--- src/evm_pkg.sv ---
`timescale 1ns / 1ps
// ----------------------------------------------------------------------------
// evm_pkg
// Shared types, constants and the arctangent table for the YXZ view matrix.
// ----------------------------------------------------------------------------
package evm_pkg;

   // Default parameter values.
   localparam int DEF_ANGLE_BITS    = 16;
   localparam int DEF_FRAC_BITS     = 16;
   localparam int DEF_SINCOS_STAGES = 16;

   // Fixed-point constants of the rotator.
   localparam int ACC_FRAC   = 30;
   localparam int MAX_STAGES = 24;
   localparam int CW         = 34;
   localparam logic signed [CW-1:0] CORDIC_GAIN = 34'sd652032874;
   localparam logic signed [CW-1:0] ONE_Q30     = 34'sd1073741824;

   // One rotator lane: vector, residual angle and quadrant.
   typedef struct packed {
      logic signed [CW-1:0] x;
      logic signed [CW-1:0] y;
      logic signed [CW-1:0] z;
      logic [1:0]           quad;
   } cordic_lane_type;

   // One beat travelling along the rotator chain (lanes: pitch, yaw, roll).
   typedef struct packed {
      logic                  valid;
      cordic_lane_type [2:0] lane;
      logic signed [31:0]    pos_x;
      logic signed [31:0]    pos_y;
      logic signed [31:0]    pos_z;
   } cordic_beat_type;

   // Cosines and sines in Q30 after quadrant correction.
   typedef struct packed {
      logic               valid;
      logic signed [31:0] c1;
      logic signed [31:0] s1;
      logic signed [31:0] c2;
      logic signed [31:0] s2;
      logic signed [31:0] c3;
      logic signed [31:0] s3;
      logic signed [31:0] pos_x;
      logic signed [31:0] pos_y;
      logic signed [31:0] pos_z;
   } trig_beat_type;

   // Arctangent of 2^-i in units of 2^-32 turn.
   function automatic logic signed [CW-1:0] atan_entry(input int idx);
      logic signed [CW-1:0] r;
      begin
         unique case (idx)
            0:  r = 34'sd536870912;
            1:  r = 34'sd316933406;
            2:  r = 34'sd167458907;
            3:  r = 34'sd85004756;
            4:  r = 34'sd42667331;
            5:  r = 34'sd21354465;
            6:  r = 34'sd10679838;
            7:  r = 34'sd5340245;
            8:  r = 34'sd2670163;
            9:  r = 34'sd1335087;
            10: r = 34'sd667544;
            11: r = 34'sd333772;
            12: r = 34'sd166886;
            13: r = 34'sd83443;
            14: r = 34'sd41722;
            15: r = 34'sd20861;
            16: r = 34'sd10430;
            17: r = 34'sd5215;
            18: r = 34'sd2608;
            19: r = 34'sd1304;
            20: r = 34'sd652;
            21: r = 34'sd326;
            22: r = 34'sd163;
            default: r = 34'sd81;
         endcase
         return r;
      end
   endfunction

endpackage

--- src/evm_cordic_cell.sv ---
`timescale 1ns / 1ps
// ----------------------------------------------------------------------------
// evm_cordic_cell
// One rotation step for all three angles; registers the beat for the next cell.
// ----------------------------------------------------------------------------
module evm_cordic_cell #(
   parameter int SHIFT = 0
) (
   input  logic                     clock,
   input  logic                     reset,
   input  evm_pkg::cordic_beat_type beat_i,
   output evm_pkg::cordic_beat_type beat_o
);

   localparam logic signed [evm_pkg::CW-1:0] ATAN = evm_pkg::atan_entry(SHIFT);

   evm_pkg::cordic_beat_type beat_in;
   evm_pkg::cordic_beat_type beat_ff;

   // Rotate each lane towards zero residual angle; reset clears only the valid flag.
   always_comb begin
      beat_in = beat_i;
      for (int k = 0; k < 3; k++) begin
         if (!beat_i.lane[k].z[evm_pkg::CW-1]) begin
            beat_in.lane[k].x = beat_i.lane[k].x - (beat_i.lane[k].y >>> SHIFT);
            beat_in.lane[k].y = beat_i.lane[k].y + (beat_i.lane[k].x >>> SHIFT);
            beat_in.lane[k].z = beat_i.lane[k].z - ATAN;
         end else begin
            beat_in.lane[k].x = beat_i.lane[k].x + (beat_i.lane[k].y >>> SHIFT);
            beat_in.lane[k].y = beat_i.lane[k].y - (beat_i.lane[k].x >>> SHIFT);
            beat_in.lane[k].z = beat_i.lane[k].z + ATAN;
         end
      end
      beat_in.valid = beat_i.valid && !reset;
   end

   // Stage register.
   always_ff @(posedge clock) begin
      beat_ff <= beat_in;
   end

   assign beat_o = beat_ff;

endmodule

--- config.mk ---
export PLATFORM = sky130hd
export DESIGN_NAME = evm_cordic_cell
export DESIGN_NICKNAME = d
export VERILOG_FILES = /design/src/evm_pkg.sv /design/src/evm_cordic_cell.sv
export SDC_FILE = /design/constraint.sdc
export NUM_CORES = 1
export LEC_CHECK = 0
export BUFFER_PORTS_ARGS = -buffer_cell sky130_fd_sc_hd__buf_2
export CORE_ASPECT_RATIO = 0.75
export CORE_MARGIN = 3
export CORE_UTILIZATION = 26
export DETAILED_ROUTE_END_ITERATION = 12
export GPL_TIMING_DRIVEN = 1
export PLACE_DENSITY = 0.59
export SLEW_MARGIN = 15
export SYNTH_ARGS = -nofsm -noshare
export SYNTH_HDL_FRONTEND = slang
export SYNTH_SLANG_ARGS = --single-unit
--- constraint.sdc ---
create_clock -name clock -period 2.8 [get_ports clock]
set_input_delay 0.28 -clock clock [delete_from_list [all_inputs] [get_ports clock]]
set_output_delay 0.28 -clock clock [all_outputs]
set_load 0.05 [all_outputs]
==> out/metrics.yaml <==
io_buffers: 819
grt_pass1_wl_mm: 168
finalCritPeriodShare_pct: 102
io_pins: 820
crit_path_start_kind: "input pin"
fin_crit_ps: 2850
avgSynthCellArea_um2: 8.35
placed_cell_area_um2: 35100
die_h_um: 275
antenna_found_initial: 28
synth_top_area_share_pct: 32.4
post-route-drc-count: 0
critical_path_class: "in -> reg"
dp_hpwl_mm: 95.9
htreeDepth: 2
root_buffer: "clkbuf_16"
hp-class: "in -> reg"
vias_per_cell: 4.81
clock_path_buffers: 3
syn-num-nets: 3738
synthMuxAreaShare_pct: 2.20
cp.arrival_ps: 3380
slew_headroom_pct: 44.9
drtAntennaViolNets: 0
leakagePower_uw: 0.0192
grt_pass1_vias: 27300
final_cell_area_um2: 38900
drtPass1Iterations: 6
path_cells: "buf_2 > inv_1 > ha_1 > fa_1 > nand2b_1 > a211oi_1 > buf_4 > o41a_1 > a31o_2 > a41oi_1 > o221ai_2 > a211oi_2 > nor4_2 > o21ai_0 > xnor2_1"
drt_wl_total_mm: 117
violations: "setup timing"
initial_core_util_pct: 26.3
dr.first_iter.drc_count: 2265
area_delta_synth_final_pct: 55.0
maxSlewViolCount: 0
crit_path_max_fanout: 3
post-route-util_pct: 40.8
max_freq_mhz: 351
cts.sinks: 406
vdd_ir_drop_max_v: 0.000541
dp_slack_ps: -919
gp_congestion: 0.976
hold_slack_ps: 59.3
synth_xor_area_share_pct: 7.04
slowest_stage: "o41a_1"
yosysTopAreaCell: "dfxtp_1"
drive_gt1_share_pct: 34.6
wl_per_cell_um: 19.8
grt_max_degree: 97
cp.required_ps: 3330
synthCells: 3009
core_um2: 95500
async_flop_share_pct: 0
synth_compound_area_share_pct: 24.2
die_width_um: 365
rsz0062_at_grt: "yes"
die-area_um2: 100000
synth_area_um2: 25100
largest_reg_flops: 406
synth.area.top_cells: "dfxtp_1 (32%), ha_1 (15%), a21oi_1 (7.3%)"
final_nets: 5313
max_stage_delay_ps: 390
final_common_cell: "buf_2"
grt_use_total_pct: 21.8
final-setup-viol-count: 1
final_cell_mix: "buf_2 (818), buf_4 (629), dfxtp_1 (406)"
tritoncts: "built"
pwr_density_cell_nw_per_um2: 604
synth_edf_count: 0
nFillCells: 9683
synthFlopType: "dfxtp_1"
synthSimpleGateAreaFrac_pct: 11.3
outcome: "finished, violations left"
drv_cap: 0
gr-total-overflow: 0
synth_top_family_by_area: "compound AO/OA/AOI/OAI gates"
numCtsBuffers: 46
worst_slack_ps: -47.7
vias: 28300
clk_pin_slew_ps: 60
timing_hold_violations_final: 0
synthAdderAreaFrac_pct: 16.2
worst_pin_slew_ps: 818
yosys_warnings: 0
cp-end-kind: "flip-flop"
synthDistinctLibCells: 83
ys_ff_latch: 406
ys_seq_area_share_pct: 32.4
num_rows: 98
==> cell type report <==
type                            instances  area [um^2]  area share [%]
Clock buffer                           55         1220            3.15
Multi-Input combinational cell       2157        15600            40.0
Timing Repair Buffer                 1655        10900            28.0
Inverter                              318         1200            3.07
Tap cell                             1250         1560            4.02
Clock inverter                         27          322           0.826
Sequential cell                       406         8130            20.9
Antenna cell                            9         22.5          0.0578
==> worst max-delay path: cells and delay by family <==
family | cells | cell delay, ps
adder cells (fa/ha/maj) | 2 | 410
buffers and inverters | 3 | 310
AND/OR/NAND/NOR | 2 | 250
AO/OA/AOI/OAI | 7 | 1940
XOR/XNOR | 1 | 170
==> metrics by stage <==
| step | total power, uW | TNS [ps] | cells |
|---|---|---|---|
| after global routing | 24600 | -100 | 5874 |
| after floorplan | 13200 | -108 | 3009 |
| after detailed placement | 17000 | -41370 | 5579 |
| after global placement | 17000 | -37790 | 5579 |
| final | 23500 | -47.7 | 5877 |
| after CTS | 23700 | 0 | 5867 |
==> power by group <==
group | internal, uW | switching, uW
registers | 6670 | 344
logic | 3440 | 6840
clock network | 3470 | 2770
==> per-layer routing <==
layer  global-route usage (%)  routed length, um  vias to the layer above
met1                     30.4              53600                    13400
met3                     4.48               9060                      161
met4                     4.97               2570                       18
met2                     34.3              51300                     1126
li1                         -                  -                    13600
met5                        0                131                        -
==> synthesized netlist by cell type (all sizes together), types with 28 or more instances <==
master,count
a211oi,29
a21o,54
a21oi,369
clkbuf,103
dfxtp,406
ha,306
inv,302
mux2i,54
nand2,120
nand4,29
nor2,243
nor3,55
nor4,28
o211ai,32
o21ai,208
o21bai,77
xnor2,187
==> path summary, 6_finish.rpt <==
path	startpoint	endpoint	slack [ps]	cells after the start
setup / recovery	beat_i[132]	beat_o[164]	-50	15
hold / removal	beat_i[129]	beat_o[129]	60	3
==> what timing repair did <==
action	CTS	global route
hold buffers	206	0
pin swaps	2	13
resized for setup	3	40
endpoints found under the hold margin	208	0
buffers inserted	0	1
cloned	0	0
endpoints found under the setup margin	4	38
==> cells by family after synthesis <==
| logic type | Yosys count |
|---|---|
| compound gates | 972 |
| simple gates | 610 |
| buf+inv | 446 |
| flops | 406 |
| fa+ha+maj | 318 |
| xor+xnor | 202 |
| mux | 55 |
(Power assumes the default switching activity.)
